### src/rtl/core/tcptq_pkg.sv
// ----------------------------------------------------------------------------
// tcptq_pkg
// Shared types and codes for the two-class priority ticket queue.
// ----------------------------------------------------------------------------
package tcptq_pkg;

  localparam int TICKET_W = 7;
  localparam int STATUS_W = 2;
  localparam int OCC_W    = 5;

  typedef logic [TICKET_W-1:0] ticket_t;
  typedef logic [OCC_W-1:0]    occ_t;

  // Action codes
  localparam logic ACT_ENQ = 1'b0;
  localparam logic ACT_DEQ = 1'b1;

  // Result status codes
  typedef enum logic [STATUS_W-1:0] {
    ST_DONE  = 2'd0,
    ST_FULL  = 2'd1,
    ST_EMPTY = 2'd2
  } status_t;

endpackage

### src/rtl/core/tcptq_if.sv
// ----------------------------------------------------------------------------
// tcptq channel interfaces
// Valid/ready channels for request items and result items.
// ----------------------------------------------------------------------------
interface tcptq_in_if;
  logic                 valid;
  logic                 ready;
  logic                 action;
  tcptq_pkg::ticket_t   ticket_number;
  logic                 priority_flag;

  modport source (output valid, action, ticket_number, priority_flag, input ready);
  modport sink   (input valid, action, ticket_number, priority_flag, output ready);
endinterface

interface tcptq_out_if;
  logic                 valid;
  logic                 ready;
  tcptq_pkg::status_t   status;
  tcptq_pkg::ticket_t   served_ticket;
  logic                 served_priority;
  tcptq_pkg::occ_t      occupancy;

  modport source (output valid, status, served_ticket, served_priority, occupancy,
                  input ready);
  modport sink   (input valid, status, served_ticket, served_priority, occupancy,
                  output ready);
endinterface

### src/rtl/core/tcptq_ram.sv
// ----------------------------------------------------------------------------
// tcptq_ram
// Generic single-write, single-read RAM with registered read data.
// ----------------------------------------------------------------------------
module tcptq_ram #(
  parameter int WIDTH = 7,
  parameter int DEPTH = 16
) (
  input  logic                     clk,
  input  logic                     we,
  input  logic [$clog2(DEPTH)-1:0] waddr,
  input  logic [WIDTH-1:0]         wdata,
  input  logic [$clog2(DEPTH)-1:0] raddr,
  output logic [WIDTH-1:0]         rdata
);

  logic [WIDTH-1:0] mem [DEPTH];
  logic [WIDTH-1:0] rdata_r;

  always_ff @(posedge clk) begin
    if (we) begin
      mem[waddr] <= wdata;
    end
    rdata_r <= mem[raddr];
  end

  assign rdata = rdata_r;

endmodule

### src/rtl/core/two_class_priority_ticket_queue.sv
// ----------------------------------------------------------------------------
// two_class_priority_ticket_queue
// Bounded ticket queue with two classes; dequeue serves priority tickets first.
// ----------------------------------------------------------------------------
//
//   channel  | dir | handshake       | payload
//   ---------+-----+-----------------+-----------------------------------------
//   in_if    | in  | valid / ready   | action, ticket_number, priority_flag
//   out_if   | out | valid / ready   | status, served_ticket, served_priority,
//            |     |                 | occupancy
//
// One item per cycle sustained while out_if.ready stays high; each accepted item
// passes through the input register, then the result register.
// The head entries of both class stores are read ahead every cycle from the
// next head pointers, so the registered RAM read lines up with the item in
// the input register; a write to the entry being read is bypassed.
// Reset (rst_n low, synchronous) clears pointers, counts and valid flags; the
// stores are not cleared. A stalled result holds the input register, which
// then holds in_if.ready low.
// ----------------------------------------------------------------------------
module two_class_priority_ticket_queue #(
  parameter int DEPTH = 16
) (
  input  logic                 clk,
  input  logic                 rst_n,
  tcptq_in_if.sink             in_if,
  tcptq_out_if.source          out_if
);

  localparam int PW = $clog2(DEPTH);      // pointer width
  localparam int CW = $clog2(DEPTH + 1);  // count width

  // Input register
  logic                a_valid_r;
  logic                a_action_r;
  tcptq_pkg::ticket_t  a_ticket_r;
  logic                a_prio_r;

  // Queue state
  logic [PW-1:0] ph_r, pt_r, nh_r, nt_r;
  logic [PW-1:0] ph_nxt, pt_nxt, nh_nxt, nt_nxt;
  logic [CW-1:0] pc_r, nc_r, pc_nxt, nc_nxt;
  logic [CW-1:0] total, total_nxt;

  // Head read-ahead and bypass
  tcptq_pkg::ticket_t p_rdata, n_rdata, p_head, n_head;
  logic               p_byp_r, n_byp_r;
  tcptq_pkg::ticket_t p_byp_data_r, n_byp_data_r;

  // Result register
  logic                out_valid_r;
  tcptq_pkg::status_t  out_status_r, status_nxt;
  tcptq_pkg::ticket_t  out_ticket_r, ticket_nxt;
  logic                out_prio_r, prio_nxt;
  tcptq_pkg::occ_t     out_occ_r;

  logic in_fire, b_fire;
  logic is_enq, is_full;
  logic p_avail, n_avail;
  logic p_wr, n_wr, p_rd, n_rd;

  // Handshake: advance the input register whenever the result register frees up
  assign b_fire      = a_valid_r && (!out_valid_r || out_if.ready);
  assign in_if.ready = !a_valid_r || b_fire;
  assign in_fire     = in_if.valid && in_if.ready;

  always_ff @(posedge clk) begin
    if (!rst_n) begin
      a_valid_r <= 1'b0;
    end else if (in_fire) begin
      a_valid_r <= 1'b1;
    end else if (b_fire) begin
      a_valid_r <= 1'b0;
    end
  end

  always_ff @(posedge clk) begin
    if (in_fire) begin
      a_action_r <= in_if.action;
      a_ticket_r <= in_if.ticket_number;
      a_prio_r   <= in_if.priority_flag;
    end
  end

  // Decode the item in the input register
  assign total   = pc_r + nc_r;
  assign is_enq  = (a_action_r == tcptq_pkg::ACT_ENQ);
  assign is_full = (total == CW'(DEPTH));
  assign p_avail = (pc_r != '0);
  assign n_avail = (nc_r != '0);

  assign p_wr = b_fire && is_enq && !is_full && a_prio_r;
  assign n_wr = b_fire && is_enq && !is_full && !a_prio_r;
  assign p_rd = b_fire && !is_enq && p_avail;
  assign n_rd = b_fire && !is_enq && !p_avail && n_avail;

  // Pointer wrap at DEPTH
  function automatic logic [PW-1:0] wrap_inc(input logic [PW-1:0] ptr);
    wrap_inc = (ptr == PW'(DEPTH - 1)) ? '0 : ptr + PW'(1);
  endfunction

  always_comb begin
    ph_nxt = p_rd ? wrap_inc(ph_r) : ph_r;
    pt_nxt = p_wr ? wrap_inc(pt_r) : pt_r;
    nh_nxt = n_rd ? wrap_inc(nh_r) : nh_r;
    nt_nxt = n_wr ? wrap_inc(nt_r) : nt_r;
    pc_nxt = pc_r;
    nc_nxt = nc_r;
    if (p_wr) begin
      pc_nxt = pc_r + CW'(1);
    end else if (p_rd) begin
      pc_nxt = pc_r - CW'(1);
    end
    if (n_wr) begin
      nc_nxt = nc_r + CW'(1);
    end else if (n_rd) begin
      nc_nxt = nc_r - CW'(1);
    end
    total_nxt = pc_nxt + nc_nxt;
  end

  always_ff @(posedge clk) begin
    if (!rst_n) begin
      ph_r <= '0;
      pt_r <= '0;
      nh_r <= '0;
      nt_r <= '0;
      pc_r <= '0;
      nc_r <= '0;
    end else begin
      ph_r <= ph_nxt;
      pt_r <= pt_nxt;
      nh_r <= nh_nxt;
      nt_r <= nt_nxt;
      pc_r <= pc_nxt;
      nc_r <= nc_nxt;
    end
  end

  // Class stores: write at tail, read ahead at the next head
  tcptq_ram #(.WIDTH(tcptq_pkg::TICKET_W), .DEPTH(DEPTH)) u_prio_ram (
    .clk   (clk),
    .we    (p_wr),
    .waddr (pt_r),
    .wdata (a_ticket_r),
    .raddr (ph_nxt),
    .rdata (p_rdata)
  );

  tcptq_ram #(.WIDTH(tcptq_pkg::TICKET_W), .DEPTH(DEPTH)) u_norm_ram (
    .clk   (clk),
    .we    (n_wr),
    .waddr (nt_r),
    .wdata (a_ticket_r),
    .raddr (nh_nxt),
    .rdata (n_rdata)
  );

  // The RAM returns old data when the head entry is written in the same
  // cycle (empty class); register the new ticket and select it instead.
  always_ff @(posedge clk) begin
    if (!rst_n) begin
      p_byp_r <= 1'b0;
      n_byp_r <= 1'b0;
    end else begin
      p_byp_r <= p_wr && (pt_r == ph_nxt);
      n_byp_r <= n_wr && (nt_r == nh_nxt);
    end
  end

  always_ff @(posedge clk) begin
    p_byp_data_r <= a_ticket_r;
    n_byp_data_r <= a_ticket_r;
  end

  assign p_head = p_byp_r ? p_byp_data_r : p_rdata;
  assign n_head = n_byp_r ? n_byp_data_r : n_rdata;

  // Result fields
  always_comb begin
    status_nxt = tcptq_pkg::ST_DONE;
    ticket_nxt = '0;
    prio_nxt   = 1'b0;
    if (is_enq) begin
      if (is_full) begin
        status_nxt = tcptq_pkg::ST_FULL;
      end
    end else if (p_avail) begin
      ticket_nxt = p_head;
      prio_nxt   = 1'b1;
    end else if (n_avail) begin
      ticket_nxt = n_head;
    end else begin
      status_nxt = tcptq_pkg::ST_EMPTY;
    end
  end

  always_ff @(posedge clk) begin
    if (!rst_n) begin
      out_valid_r <= 1'b0;
    end else if (b_fire) begin
      out_valid_r <= 1'b1;
    end else if (out_if.ready) begin
      out_valid_r <= 1'b0;
    end
  end

  always_ff @(posedge clk) begin
    if (b_fire) begin
      out_status_r <= status_nxt;
      out_ticket_r <= ticket_nxt;
      out_prio_r   <= prio_nxt;
      out_occ_r    <= tcptq_pkg::occ_t'(total_nxt);
    end
  end

  assign out_if.valid           = out_valid_r;
  assign out_if.status          = out_status_r;
  assign out_if.served_ticket   = out_ticket_r;
  assign out_if.served_priority = out_prio_r;
  assign out_if.occupancy       = out_occ_r;

  // --------------------------------------------------------------------------
  // Assertions
  // --------------------------------------------------------------------------
  a_occ_bound: assert property (@(posedge clk) disable iff (!rst_n)
    ((CW+1)'(pc_r) + (CW+1)'(nc_r)) <= (CW+1)'(DEPTH))
    else $error("ticket count exceeds depth");

  a_empty_ptrs: assert property (@(posedge clk) disable iff (!rst_n)
    ((pc_r == '0) |-> (ph_r == pt_r)) and ((nc_r == '0) |-> (nh_r == nt_r)))
    else $error("empty class with head and tail apart");

  a_prio_first: assert property (@(posedge clk) disable iff (!rst_n)
    (b_fire && !is_enq && p_avail) |=> (out_valid_r && out_prio_r))
    else $error("dequeue skipped a waiting priority ticket");

  a_empty_occ: assert property (@(posedge clk) disable iff (!rst_n)
    (out_valid_r && out_status_r == tcptq_pkg::ST_EMPTY) |-> (out_occ_r == '0))
    else $error("empty status with nonzero occupancy");

endmodule
### src/flat_wrapper.sv
// flat-port wrapper written by rule: the top's interface ports become plain ports
module two_class_priority_ticket_queue_flat 
#(
  parameter int DEPTH = 16
)
  (clk, rst_n, in_if_valid, in_if_action, in_if_ticket_number, in_if_priority_flag, in_if_ready, out_if_valid, out_if_status, out_if_served_ticket, out_if_served_priority, out_if_occupancy, out_if_ready);
  tcptq_in_if in_if_i ();
  tcptq_out_if out_if_i ();
  input  logic clk;
  input  logic rst_n;
  input wire logic [$bits(in_if_i.valid)-1:0] in_if_valid;
  input wire logic [$bits(in_if_i.action)-1:0] in_if_action;
  input wire logic [$bits(in_if_i.ticket_number)-1:0] in_if_ticket_number;
  input wire logic [$bits(in_if_i.priority_flag)-1:0] in_if_priority_flag;
  output wire logic [$bits(in_if_i.ready)-1:0] in_if_ready;
  output wire logic [$bits(out_if_i.valid)-1:0] out_if_valid;
  output wire logic [$bits(out_if_i.status)-1:0] out_if_status;
  output wire logic [$bits(out_if_i.served_ticket)-1:0] out_if_served_ticket;
  output wire logic [$bits(out_if_i.served_priority)-1:0] out_if_served_priority;
  output wire logic [$bits(out_if_i.occupancy)-1:0] out_if_occupancy;
  input wire logic [$bits(out_if_i.ready)-1:0] out_if_ready;
  assign in_if_i.valid = in_if_valid;
  assign in_if_i.action = in_if_action;
  assign in_if_i.ticket_number = in_if_ticket_number;
  assign in_if_i.priority_flag = in_if_priority_flag;
  assign in_if_ready = in_if_i.ready;
  assign out_if_valid = out_if_i.valid;
  assign out_if_status = out_if_i.status;
  assign out_if_served_ticket = out_if_i.served_ticket;
  assign out_if_served_priority = out_if_i.served_priority;
  assign out_if_occupancy = out_if_i.occupancy;
  assign out_if_i.ready = out_if_ready;
  two_class_priority_ticket_queue #(.DEPTH(DEPTH)) u_core (.clk(clk), .rst_n(rst_n), .in_if(in_if_i), .out_if(out_if_i));
endmodule
### config.mk
export PLATFORM = sky130hd
export DESIGN_NAME = two_class_priority_ticket_queue_flat
export DESIGN_NICKNAME = d
export VERILOG_FILES = /design/src/rtl/core/tcptq_pkg.sv /design/src/rtl/core/tcptq_if.sv /design/src/rtl/core/tcptq_ram.sv /design/src/rtl/core/two_class_priority_ticket_queue.sv /design/src/flat_wrapper.sv
export SDC_FILE = /design/constraint.sdc
export NUM_CORES = 1
export LEC_CHECK = 0
export BUFFER_PORTS_ARGS = -buffer_cell sky130_fd_sc_hd__buf_2
export CAP_MARGIN = 30
export CELL_PAD_IN_SITES_DETAIL_PLACEMENT = 2
export CELL_PAD_IN_SITES_GLOBAL_PLACEMENT = 2
export CORE_UTILIZATION = 35
export DETAILED_ROUTE_END_ITERATION = 10
export GPL_TIMING_DRIVEN = 0
export MAX_ROUTING_LAYER = met4
export PLACE_DENSITY_LB_ADDON = 0.3
export SETUP_SLACK_MARGIN = 0.15
export SLEW_MARGIN = 10
export SYNTH_ARGS = -nofsm -noshare
export SYNTH_HDL_FRONTEND = slang
export SYNTH_SLANG_ARGS = --single-unit
### constraint.sdc
create_clock -name clk -period 3.63 [get_ports clk]
set_clock_uncertainty 0.1 [all_clocks]
set_input_delay 0.5445 -clock clk [delete_from_list [all_inputs] [get_ports clk]]
set_output_delay 0.5445 -clock clk [all_outputs]
set_load 0.03 [all_outputs]
Word-level counts from Yosys, hierarchy flattened --
Memories as Yosys holds them, arrays and structs flattened. A register that Yosys moved wholly into a read port is not among the register bits. Index checks and enable logic that the tools add are counted.
Storage, ports and cells: register bits after elaboration 61, latch bits 0, memory bits (writable) 224, memory bits (read-only) 0, input bits 13, output and inout port bits 17, word-level logic and storage cells 88, memories kept 2
Cells by class: $add $sub $neg 10, multipliers 0, divide/modulo/power cells 0, $lt $le $gt $ge 0, equal/unequal tests 7, shift operators 0, mux-type cells 27, bitwise gates (word level) 1, reduce and logical (&&, ||, !) cells 23
Memory list:
- u_core.u_norm_ram.mem | depth 16, bits a word 7, rd ports 1, clocked after memory_dff 1, wr ports 1, RTL line tcptq_ram.sv:17 | logic [WIDTH-1:0] mem [DEPTH];
- u_core.u_prio_ram.mem | depth 16, bits a word 7, rd ports 1, clocked after memory_dff 1, wr ports 1, RTL line tcptq_ram.sv:17
Operators with widths (number):
- two-way mux 7 bit | 4
- two-way mux 4 bit | 6
- two-way mux 5 bit | 4
- adder 4 x 1 -> 4 bit, second input constant | 4
- == test 4 bit, second input constant | 4
- logical AND 1 bit | 12
- adder 5 x 1 -> 5 bit, second input constant | 2
- adder 5 bit | 2
- two-way mux 1 bit | 10
- nonzero test 5 bit | 2
- subtractor 5 x 1 -> 5 bit, second input constant | 2
- == test 4 bit | 2
- two-way mux 2 bit | 3
- == test 5 bit, second input constant | 1
- logical NOT 1 bit | 5
- nonzero test 2 bit | 2
- logical OR 1 bit | 2
- inverter 1 bit | 1

Logic depth before layout (Yosys ltp) --
Gate-level depths: netlist of the first run.
depth in word-level cells 9, depth in mapped cells 15, mapped depth without buffers 14

Cells and area by module --
Synthesis of the first run repeated with hierarchy kept, for this count alone.
Second synthesis, totals: cell total of the unflattened synthesis 707, area total of the unflattened synthesis 12284.3 um^2
By module, submodules not included:
- tcptq_ram | times used 2, cells each 203, area an instance 4530.6 um^2, sequential area each 3503.4 um^2
- two_class_priority_ticket_queue | times used 1, cells each 301, area an instance 3223.1 um^2, sequential area each 1461.4 um^2

Least setup slack after synthesis of the first run --
Ideal clock, no wire load.
path type register to register, from register u_core.nc_r[0], to register u_core.out_occ_r[4] (netlist: u_core.out_if.occupancy[4]) (data pin), library setup time 0.265 ns, data arrival time 3.382 ns, data required time 3.265 ns, setup slack -0.117 ns, stages on the path, launching flop included 15, path buffers 1, cells stage by stage dfxtp_1 > ha_1 > fa_1 > xor2_1 > or3_1 > o311a_1 > clkbuf_1 > nor2_1 > xnor2_1 > ha_1 > inv_1 > fa_1 > nand2b_1 > o21ai_0 > xor2_1
Between the ends: cells in the longest elaborated chain, start to end 7, elaborated cells between the ends (all ways) 14, classes of those cells add/sub: 4; eq/ne: 1; mux: 3; reduce/logical: 6
RTL lines:
- start, declared | RTL line two_class_priority_ticket_queue.sv:42 | logic [CW-1:0] pc_r, nc_r, pc_nxt, nc_nxt;
- start signal, assigned | RTL line two_class_priority_ticket_queue.sv:136 | nc_r <= nc_nxt;
- adder 5 bit | RTL line two_class_priority_ticket_queue.sv:86 | assign total = pc_r + nc_r;
- == test 5 bit | RTL line two_class_priority_ticket_queue.sv:88 | assign is_full = (total == CW'(DEPTH));
- logical NOT 1 bit | RTL line two_class_priority_ticket_queue.sv:92 | assign p_wr = b_fire && is_enq && !is_full && a_prio_r;
- logical AND 1 bit (2 in a row) | RTL line two_class_priority_ticket_queue.sv:92
- two-way mux 5 bit | RTL line two_class_priority_ticket_queue.sv:109 | if (p_wr) begin
- via u_core.pc_nxt[0] | RTL line two_class_priority_ticket_queue.sv:42
- adder 5 bit | RTL line two_class_priority_ticket_queue.sv:119 | total_nxt = pc_nxt + nc_nxt;
- via u_core.total_nxt[4] | RTL line two_class_priority_ticket_queue.sv:43 | logic [CW-1:0] total, total_nxt;
- end signal, assigned | RTL line two_class_priority_ticket_queue.sv:213 | out_occ_r <= tcptq_pkg::occ_t'(total_nxt);
- end, declared | RTL line two_class_priority_ticket_queue.sv:55 | tcptq_pkg::occ_t out_occ_r;
The timed path passes the listed nets, and every way through them passes these cells. A chain may end at the register's enable or synchronous reset.

Worst setup path in the final report of the first run --
from register u_core.nc_r[0], to register u_core.out_occ_r[4] (netlist: u_core.out_if.occupancy[4]) (data pin)
Between the ends: cells in the longest elaborated chain, start to end 7, elaborated cells between the ends (all ways) 14, classes of those cells add/sub: 4; eq/ne: 1; mux: 3; reduce/logical: 6
RTL lines:
- adder 5 bit | RTL line two_class_priority_ticket_queue.sv:86
- == test 5 bit | RTL line two_class_priority_ticket_queue.sv:88
- logical NOT 1 bit | RTL line two_class_priority_ticket_queue.sv:93 | assign n_wr = b_fire && is_enq && !is_full && !a_prio_r;
- logical AND 1 bit (2 in a row) | RTL line two_class_priority_ticket_queue.sv:93
- two-way mux 5 bit * | RTL line two_class_priority_ticket_queue.sv:114 | if (n_wr) begin
- via u_core.nc_nxt[0] | RTL line two_class_priority_ticket_queue.sv:42
- adder 5 bit * | RTL line two_class_priority_ticket_queue.sv:119
- via u_core.total_nxt[4] | RTL line two_class_priority_ticket_queue.sv:43
The timed path passes the listed nets; every way through them passes the cells marked *.

==> results of run 1 <==
==> worst reg2reg max path: stages (launching register included) <==
cell and delay [ns]:
dfxtp_4 0.37, ha_4 0.17, fa_2 0.37, xor2_1 0.15, or3_4 0.42, o311a_1 0.36
clkbuf_8 0.17, nor2_4 0.10, xnor2_2 0.15, ha_4 0.17, inv_2 0.04, fa_2 0.35
nand2b_4 0.15, o21ai_2 0.13, xor2_1 0.08
==> synthesized netlist by cell type, types with 3 or more instances <==
master / n
edfxtp_1: 248
nand2_1: 115
dfxtp_1: 51
and2_1: 46
mux4_2: 35
a21oi_1: 31
nor2_1: 28
ha_1: 23
mux2i_1: 23
nand3_1: 20
xnor2_1: 20
clkbuf_1: 18
inv_1: 16
a22oi_1: 15
o21ai_0: 15
xor2_1: 11
a211oi_1: 10
o22ai_1: 8
a21boi_0: 7
buf_2: 7
nand3b_1: 7
nand2b_1: 6
nor3_1: 5
a2111oi_0: 4
buf_1: 4
a2111oi_1: 3
buf_4: 3
nor3b_1: 3
nor4_1: 3
==> worst min path at each step <==
stage / cells after the start / start / slack (ns) / end
finish: 1 / in_if_ticket_number[5] / 0.1 / u_core.a_ticket_r[5]
CTS: 1 / in_if_ticket_number[5] / 0.08 / u_core.a_ticket_r[5]
floorplan: 2 / u_core.pt_r[3] / 0.42 / u_core.pt_r[3]
global placement: 2 / u_core.out_if.valid / 0.45 / u_core.out_if.valid
global route: 1 / in_if_ticket_number[5] / 0.09 / u_core.a_ticket_r[5]
detailed placement: 2 / u_core.out_if.valid / 0.46 / u_core.out_if.valid
==> what timing repair did <==
item	4_1_cts	5_1_grt
gates resized for setup	47	38
buffers inserted	17	1
pin swaps	18	12
endpoints found under the hold margin	0	0
endpoints found under the setup margin	103	38
cloned	0	0
==> power by group through the flow <==
stage               clock network (mW)  logic [mW]  registers, mW
CTS                               3.60       0.707           3.86
global route                      3.71       0.789           3.86
detailed placement                   0       0.640           3.93
floorplan                            0       0.376           3.94
global placement                     0       0.571           3.96
finish                            3.52       0.725           3.86
==> state kept, by name (all words and copies together) (netlist names), 5 cells and up <==
name / cells
u_core.p_byp_data_r: 7
u_core.u_prio_ram.rdata: 7
u_core.pc_r: 5
u_core.nc_r: 5
u_core.out_if.occupancy: 5
u_core.u_prio_ram.mem: 112
u_core.u_norm_ram.mem: 112
u_core.u_norm_ram.rdata: 7
u_core.out_if.served_ticket: 7
u_core.a_ticket_r: 7
==> area by class of cell <==
type                    instances  area (um2)  area share
repair buffers                 54       422.9     0.02849
flip-flops and latches        299        8478      0.5711
well taps                     455       569.3     0.03835
clock buffers                  43       958.4     0.06456
clock inverters                21       181.4     0.01222
diodes                          1       2.502   0.0001686
inverters                      18       67.56    0.004551
plain buffers                  34       219.0     0.01475
multi-input cells             475        3946      0.2658
==> per-layer routing <==
layer	global-route usage	vias up	share of wire
met5	-	-	0
met4	0.06203	0	0.018
met3	0.02546	47	0.032
met2	0.3428	123	0.51
met1	0.2578	3790	0.44
li1	-	3300	-
==> logic make-up (layout without fill, tap and decap cells) <==
logic type,count (synthesis),in the layout
and+or+nand+nor,248,248
AOI/OAI and AO/OA,113,113
buffers and inverters,52,170
adders and majority gates,25,25
other,0,1
DFF,299,299
muxes,58,58
xor gates and xnor gates,31,31
==> metrics.txt, run 1 <==
Reg clk slew, reported paths=0.06 ns; total gr overflow=0; synthesized area=0.01231 mm2; Setup crit end=u_core.out_if.occupancy[4]; number of port buffers=29; Final Hold Vio Count=0; CTS tree=done; Synth Area in Compound Gates=0.06198; CP startpoint kind=flop; RSZ-0062 raised after global routing=true; simple-gate share of the synthesized area=0.1003; Crit Reg-Reg Endpoint=u_core.out_if.occupancy[4]; mux share of post-synthesis cell area=0.08271; r2r worst-path depth=14; CP bufs+invs=2; initial core utilization=0.3565; Sequential Power Share=0.476; largest family of logic cells by synthesized area=simple AND/OR/NAND/NOR gates; combinational group share of total power=0.089; area share of the largest cell type after synthesis=0.6048; relative slew slack=0.4008; status=complete, no violations; XOR/XNOR share of the synthesized area=0.02205; top post-synthesis cells by area=edfxtp_1, dfxtp_1, mux4_2; Fillers=3,365; final net count=956; WP depth=14; worst hold margin=0.09613 ns; top cell family by delay on the critical path=adder cells; worst r2r src=u_core.nc_r[0]; leak pwr=5.206 nW; CTS Root Cell=clkbuf_16; # H-tree levels=2; Post-Syn Area per Cell=between 10 and 15 um2; final setup margin=0.09698 ns; Clk network pwr share=0.435; first-pass GRT wire length=52.01 mm; largest net degree at the start of global routing=26; vias per cell=5.186; sw power=1.939 mW; syn nets=864; post-synthesis async set-or-reset flop share=0; Non-Filler Instances=1,400; Area Growth Syn to Fin=20.55%; DRT Pass-1 Iters=4; critical path's slowest cell=or3_4; Num CTS Buffers=36; via total after detailed routing=7,260; design area=0.01485 mm2; DIE AREA=0.03594 mm2; CP required=3.79 ns; cts hold-fix bufs=0; Worst EP arrival=3.69 ns; sequential cell area fraction in the yosys report=0.6877; DRC Markers=0; CP cell instances=ha_4 > fa_2 > xor2_1 > or3_4 > o311a_1 > clkbuf_8 > nor2_4 > xnor2_2 > ha_4 > inv_2 > fa_2 > nand2b_4 > o21ai_2 > xor2_1; row cnt=68; share of layout cells above drive strength 1=0.2394; Max Cap Viol=0; Placer Congestion=around 0.76; Clock Path Buffers=3; crit path launch=u_core.nc_r[0]; max-slew violations=0; slowest stage delay, CP=0.42 ns; core area=0.03454 mm2; setup_tns=0 ns; final wirelength=~35 mm; Max VDD drop=0.4017 mV; clock tree sinks=299; Worst-Skew Late Latency=0.52 ns; worst slew pin tran=0.8929 ns; setup violators final=0; fin crit share=0.9733; GRT Total Usage=0.2040; Gate Count Post-Synth=826; I/O pin cnt=30; drt wl/cell=24.72 um; EDFF count, synth=248; post-synthesis adder-cell area fraction=0.02662; switching share of power=0.2391; Placed Cells=1,317; Setup CP Type=reg2reg; Final min period=between 3 and 4 ns; flops & latches, synth=299; DP Area=0.01322 mm2; Reg2Reg Setup Slack=slightly below 0.1 ns; antenna violations before repair=0; Post-Place Worst Slack=-0.6638 ns; post-DP HPWL=23.34 mm; Util after Layout=0.4298; commonest cells after routing, fill and taps aside=edfxtp_1, nand2_1, dfxtp_1; largest area contributor in the netlist=edfxtp_1; dominant synthesized flop cell=edfxtp_1; Internal=just over 6 mW; die height=189.6 um; PD cells=546.1 mW/mm2; Routed Antenna Nets=0; Die Wd=189.6 um; Critical Path Sink Type=flop; worst min-delay path class=in2reg; Synth warnings=0; vias in the first global route=a little over 8k; total power=roughly 8.1 mW; number of DRC markers in iteration 0=~390; commonest non-fill, non-tap cell in the layout=edfxtp_1; critical path peak fanout=6; synth unique cells=between 50 and 60; Max Freq=283.0 MHz
Power figures use the tool's default switching activity.
==> inputs of run 2 (changes only) <==
Settings changed: BUFFER_PORTS_ARGS -buffer_cell sky130_fd_sc_hd__buf_2 to unset, CORE_MARGIN set to 2, DONT_BUFFER_PORTS set to 1.
==> run 2 against run 1 <==
Effect of this change:
- flip-flop and latch count stayed put
- worst setup slack worse by 0.039 ns
- via count is 0.76% lower
- die area is 2.1% higher
- combinational power is 1% lower
- count of clock-buffer cells in the layout is 3 lower
- critical path depth stayed put
- global-route usage is 0.36 points lower
- fmax is 1.1% lower
- wire length is 0.37% higher
- register-to-register slack worse by 0.04 ns
- highest routed layer unchanged
==> metrics.txt, run 2 (synthesis gave the netlist of run 1 again) <==
via total after detailed routing=7,205 (was 7,260); status=complete, no violations (unchanged); commonest non-fill, non-tap cell in the layout=edfxtp_1 (unchanged); switching share of power=0.2511 (was 0.2391); CTS tree=done (unchanged); sw power=1.982 mW (was 1.939 mW); die height=191.6 um (was 189.6 um); clock tree sinks=299 (unchanged); Placer Congestion=0.7628 (was 0.7646); antenna violations before repair=0 (unchanged); Largest regs=u_core.u_norm_ram.mem: 112 flops, u_core.u_prio_ram.mem: 112 flops (unchanged); number of DRC markers in iteration 0=334 (was 393); share of layout cells above drive strength 1=0.2200 (was 0.2394); Max Cap Viol=0 (unchanged); Num CTS Buffers=35 (was 36); Clock Path Buffers=3 (unchanged); Routed Antenna Nets=0 (unchanged); n_diodes=0 (was 1); final setup margin=0.05802 ns (was 0.09698 ns); total gr overflow=0 (unchanged); total power=7.895 mW (was 8.108 mW); initial core utilization=0.3556 (was 0.3565); Clk network pwr share=0.415 (was 0.435); worst slew pin tran=0.9364 ns (was 0.8929 ns); Critical Path Sink Type=flop (unchanged); max-slew violations=0 (unchanged); worst min-delay path class=in2reg (unchanged); CP cell instances=ha_4 > fa_2 > xor2_1 > or3_4 > o311a_1 > buf_8 > nor2_4 > xnor2_2 > ha_2 > inv_2 > fa_2 > buf_4 > buf_6 > xnor2_2 (was ha_4 > fa_2 > xor2_1 > or3_4 > o311a_1 > clkbuf_8 > nor2_4 > xnor2_2 > ha_4 > inv_2 > fa_2 > nand2b_4 > o21ai_2 > xor2_1); relative slew slack=0.3757 (was 0.4008); Worst EP arrival=3.75 ns (was 3.69 ns); first-pass GRT wire length=52.10 mm (was 52.01 mm); slowest stage delay, CP=0.41 ns (was 0.42 ns); Non-Filler Instances=1,373 (was 1,400); core area=0.03463 mm2 (was 0.03454 mm2); Worst-Skew Late Latency=0.54 ns (was 0.52 ns); vias in the first global route=8,018 (was 8,209); critical path's slowest cell=o311a_1 (was or3_4); combinational group share of total power=0.091 (was 0.089); DRC Markers=0 (unchanged); design area=0.01471 mm2 (was 0.01485 mm2); fin crit share=0.9840 (was 0.9733); final wirelength=34.74 mm (was 34.61 mm); Setup CP Type=reg2reg (unchanged); Die Wd=191.6 um (was 189.6 um); DIE AREA=0.03670 mm2 (was 0.03594 mm2); Sequential Power Share=0.494 (was 0.476); PD cells=536.8 mW/mm2 (was 546.1 mW/mm2); GRT Total Usage=0.2005 (was 0.2040); CP startpoint kind=flop (unchanged); # H-tree levels=2 (unchanged); vias per cell=5.248 (was 5.186); CP required=3.81 ns (was 3.79 ns); number of port buffers=0 (was 29); Max VDD drop=0.4474 mV (was 0.4017 mV); row cnt=68 (unchanged); DRT Pass-1 Iters=4 (unchanged); critical path peak fanout=6 (unchanged); commonest cells after routing, fill and taps aside=edfxtp_1, nand2_1, dfxtp_1 (unchanged); Placed Cells=1,288 (was 1,317); DP Area=0.01307 mm2 (was 0.01322 mm2); leak pwr=5.109 nW (was 5.206 nW); Fillers=3,337 (was 3,365); Internal=5.912 mW (was 6.169 mW); I/O pin cnt=30 (unchanged); CTS Root Cell=clkbuf_16 (unchanged); Final Hold Vio Count=0 (unchanged); Post-Place Worst Slack=-0.8107 ns (was -0.6638 ns); post-DP HPWL=23.19 mm (was 23.34 mm); drt wl/cell=25.30 um (was 24.72 um); Reg clk slew, reported paths=0.07 ns (was 0.06 ns); largest net degree at the start of global routing=26 (unchanged); Final min period=3.572 ns (was 3.533 ns); Area Growth Syn to Fin=19.44% (was 20.55%); Max Freq=280.0 MHz (was 283.0 MHz); RSZ-0062 raised after global routing=true (unchanged); setup violators final=0 (unchanged); final net count=930 (was 956)
## run 2: per-layer routing
| metal | wire length [um] | global-route usage | share of wire |
|---|---|---|---|
| met4 | 867 | 0.05799 | 0.025 |
| met3 | 1077 | 0.03161 | 0.031 |
| met5 | 0 | - | 0 |
| met1 | 15170 | 0.2496 | 0.44 |
| met2 | 17620 | 0.3388 | 0.51 |
## run 2: worst max-delay path: cells and delay by family, from the launching register on
kind,cells,cell delay [ns]
AOI/OAI and AO/OA,1,0.41
xor gates and xnor gates,3,0.40
adders and majority gates,4,1.10
buffers and inverters,4,0.46
DFF,1,0.37
and+or+nand+nor,2,0.46
## run 2: repair_timing
action                     in CTS  in global routing
pin swaps                      14                  5
setup endpoints to repair      82                 47
cloned                          0                  1
resized for setup              47                 41
hold endpoints to repair        1                  0
buffers inserted               13                  7
hold buffers                    1                  0
## run 2: worst paths after layout
check	start	end	slack [ns]	cells after the start
min	in_if_priority_flag	u_core.a_prio_r	0.02	0
max	u_core.nc_r[0]	u_core.out_if.occupancy[2]	0.06	14
min reg2reg	u_core.pt_r[0]	u_core.pt_r[3]	0.48	2
max reg2reg	u_core.nc_r[0]	u_core.out_if.occupancy[2]	0.06	14
## run 2: power by group through the flow
stage / combinational, mW / sequential (mW) / clock [mW]
after floorplan: 0.376 / 3.94 / 0
after global placement: 0.519 / 4.00 / 0
after detailed placement: 0.586 / 3.97 / 0
after CTS: 0.663 / 3.90 / 3.34
after global routing: 0.783 / 3.91 / 3.48
final: 0.715 / 3.90 / 3.28
## run 2: final cells by class
type / count / area, um2 / area share
inverters: 18 / 67.56 / 0.004594
flip-flops and latches: 299 / 8478 / 0.5764
multi-input cells: 475 / 3938 / 0.2677
clock inverters: 23 / 131.4 / 0.008932
well taps: 455 / 569.3 / 0.03871
repair buffers: 29 / 369.1 / 0.02510
clock buffers: 40 / 915.9 / 0.06227
plain buffers: 34 / 239.0 / 0.01625
## run 2: metrics by stage
stage	setup TNS (ns)	hold WS, ns	utilization
global placement	-4.089	0.4468	0.3734
floorplan	0	0.4160	-
global route	-0.2310	0.004639	0.4247
finish	0	0.01944	0.4247
detailed placement	-5.211	0.4711	0.3775
CTS	0	0.004341	0.4168
==> inputs of run 3 (changes only) <==
Clock period 3.63 ns to 4.1 ns, I/O delays scaled along.
==> run 3 against run 2 <==
Effect of this change:
- via count shrank 2.0%
- highest routed layer unchanged
- count of clock-buffer cells in the layout grew 8
- global-route usage decreased by 0.63 points
- first-iteration DRC count rose by 25%
- wire length shrank 4.3%
- final cell count shrank 1.2%
- clock power decreased by 12%
- worst setup slack improved by 0.21 ns
- sequential share of layout area is 1.8 points higher
- largest power group unchanged
- worst hold slack improved by 0.064 ns
- critical path depth stayed put
- flip-flop and latch count is the same
==> metrics.txt, run 3 (synthesis gave the netlist of run 1 again) <==
Worst-Skew Late Latency=0.53 ns (was 0.54 ns); via total after detailed routing=7,060 (was 7,205); Max Freq=261.0 MHz (was 280.0 MHz); Critical Path Sink Type=flop (unchanged); commonest non-fill, non-tap cell in the layout=edfxtp_1 (unchanged); relative slew slack=0.4094 (was 0.3757); Placer Congestion=0.7556 (was 0.7628); Max Cap Viol=0 (unchanged); final net count=916 (was 930); Max VDD drop=0.3086 mV (was 0.4474 mV); r2r worst-path depth=14 (unchanged); largest net degree at the start of global routing=24 (was 26); Fillers=3,351 (was 3,337); CTS tree=done (unchanged); Final Hold Vio Count=0 (unchanged); Routed Antenna Nets=0 (unchanged); GRT Total Usage=0.1941 (was 0.2005); max-slew violations=0 (unchanged); Clk network pwr share=0.420 (was 0.415); Setup crit end=u_core.out_if.occupancy[4] (was u_core.out_if.occupancy[2]); vias in the first global route=7,850 (was 8,018); Global Route met2 Usage=0.3160 (was 0.3388); I/O pin cnt=30 (unchanged); design area=0.01425 mm2 (was 0.01471 mm2); Crit Reg-Reg Endpoint=u_core.out_if.occupancy[4] (was u_core.out_if.occupancy[2]); switching share of power=0.2380 (was 0.2511); # H-tree levels=2 (unchanged); Sequential Power Share=0.500 (was 0.494); Non-Filler Instances=1,357 (was 1,373); drt wl/cell=24.50 um (was 25.30 um); combinational group share of total power=0.079 (was 0.091); n_diodes=0 (unchanged); Internal=5.251 mW (was 5.912 mW); setup_tns=0 ns (unchanged); commonest cells after routing, fill and taps aside=edfxtp_1, nand2_1, dfxtp_1 (unchanged); Clock Path Buffers=3 (unchanged); worst min-delay path class=in2reg (unchanged); antenna violations before repair=0 (unchanged); PD cells=483.4 mW/mm2 (was 536.8 mW/mm2); RSZ-0062 raised after global routing=true (unchanged); worst hold margin=0.08333 ns (was 0.01944 ns); Setup CP Type=reg2reg (unchanged); vias per cell=5.203 (was 5.248); cts hold-fix bufs=0 (was 1); worst slew pin tran=0.8859 ns (was 0.9364 ns); Die Wd=191.6 um (unchanged); GR Layer Usage met3=0.02704 (was 0.03161); Area Growth Syn to Fin=15.76% (was 19.44%); CTS Root Cell=clkbuf_16 (unchanged); Util after Layout=0.4117 (was 0.4247); DIE AREA=0.03670 mm2 (unchanged); post-DP HPWL=23.16 mm (was 23.19 mm); final wirelength=33.25 mm (was 34.74 mm); Post-Place Worst Slack=-0.2072 ns (was -0.8107 ns); storage element area=0.008471 mm2 (was 0.008478 mm2); fin crit share=0.9345 (was 0.9840); final setup margin=0.2687 ns (was 0.05802 ns); row cnt=68 (unchanged); leak pwr=4.913 nW (was 5.109 nW); Final min period=3.831 ns (was 3.572 ns); worst r2r src=u_core.pc_r[0] (was u_core.nc_r[0]); Num CTS Buffers=35 (unchanged); Reg clk slew, reported paths=0.06 ns (was 0.07 ns); critical path peak fanout=9 (was 6); Worst EP arrival=4.00 ns (was 3.75 ns); sw power=1.640 mW (was 1.982 mW); share of layout cells above drive strength 1=0.1508 (was 0.2200); GRT busiest layer=met2 (unchanged); DRT Pass-1 Iters=5 (was 4); CP required=4.27 ns (was 3.81 ns); met1 usage=0.2487 (was 0.2496); DP Area=0.01308 mm2 (was 0.01307 mm2); DRC Markers=0 (unchanged); clock tree sinks=299 (unchanged); Placed Cells=1,290 (was 1,288); first-pass GRT wire length=50.44 mm (was 52.10 mm); setup violators final=0 (unchanged); number of port buffers=0 (unchanged); crit path launch=u_core.pc_r[0] (was u_core.nc_r[0]); worst hold stages=0 (unchanged); CP startpoint kind=flop (unchanged); total gr overflow=0 (unchanged); core area=0.03463 mm2 (unchanged); area of the multi-input gates=0.003684 mm2 (was 0.003938 mm2); initial core utilization=0.3556 (unchanged); number of DRC markers in iteration 0=419 (was 334); Largest regs=u_core.u_norm_ram.mem: 112 flops, u_core.u_prio_ram.mem: 112 flops (unchanged); total power=6.891 mW (was 7.895 mW); Reg2Reg Setup Slack=0.27 ns (was 0.06 ns); die height=191.6 um (unchanged); status=complete, no violations (unchanged)
[run 3: cell count changes in the layout (fill, tap and decap cells not counted), sizes merged]
cell | previous run | this run
clkinv | 20 | 13
dlygate4sd3 | 1 | 0
buf | 41 | 33
clkbuf | 61 | 64
inv | 20 | 17
[run 3: how the worst min path moves through the flow]
stage,start,endpoint,slack [ns]
final,in_if_ticket_number[5],u_core.a_ticket_r[5],0.08
after global routing,in_if_ticket_number[0],u_core.a_ticket_r[0],0.06
after floorplan,u_core.pt_r[3],u_core.pt_r[3],0.42
after CTS,in_if_ticket_number[5],u_core.a_ticket_r[5],0.06
after detailed placement,u_core.nt_r[1],u_core.nt_r[3],0.47
after global placement,u_core.a_valid_r,u_core.a_valid_r,0.45
[run 3: cell type report]
class	instances	area share
flip-flops and latches	299	0.5942
clock inverters	13	0.004125
inverters	18	0.004740
repair buffers	15	0.01712
multi-input cells	475	0.2584
clock buffers	48	0.06934
well taps	455	0.03994
plain buffers	34	0.01211
[run 3: power by group through the flow]
stage | Clock, mW | Sequential (mW) | Combinational [mW]
after global routing | 3.08 | 3.45 | 0.605
after floorplan | 0 | 3.49 | 0.325
final | 2.89 | 3.45 | 0.548
after global placement | 0 | 3.54 | 0.453
after detailed placement | 0 | 3.51 | 0.519
after CTS | 2.98 | 3.45 | 0.541
[run 3: critical path: stages (launching register included)]
cell	delay (ns)
dfxtp_2	0.38
ha_1	0.23
fa_1	0.46
xor2_1	0.16
or3_4	0.36
o311a_1	0.37
buf_4	0.19
nor2_1	0.12
xnor2_1	0.17
ha_2	0.22
inv_1	0.05
fa_2	0.37
nand2b_1	0.15
o21ai_1	0.14
xor2_1	0.08
[run 3: layer usage]
| layer | up-vias | part of all wire |
|---|---|---|
| met1 | 3650 | 0.45 |
| met3 | 60 | 0.035 |
| met4 | 0 | 0.029 |
| li1 | 3218 | - |
| met5 | - | 0 |
| met2 | 132 | 0.49 |
[run 3: timing repair]
item / 4_1_cts / 5_1_grt
setup buffers: 0 / 6
pin swaps: 0 / 3
resized for setup: 15 / 13
setup endpoints to repair: 11 / 10
endpoints found under the hold margin: 0 / 0
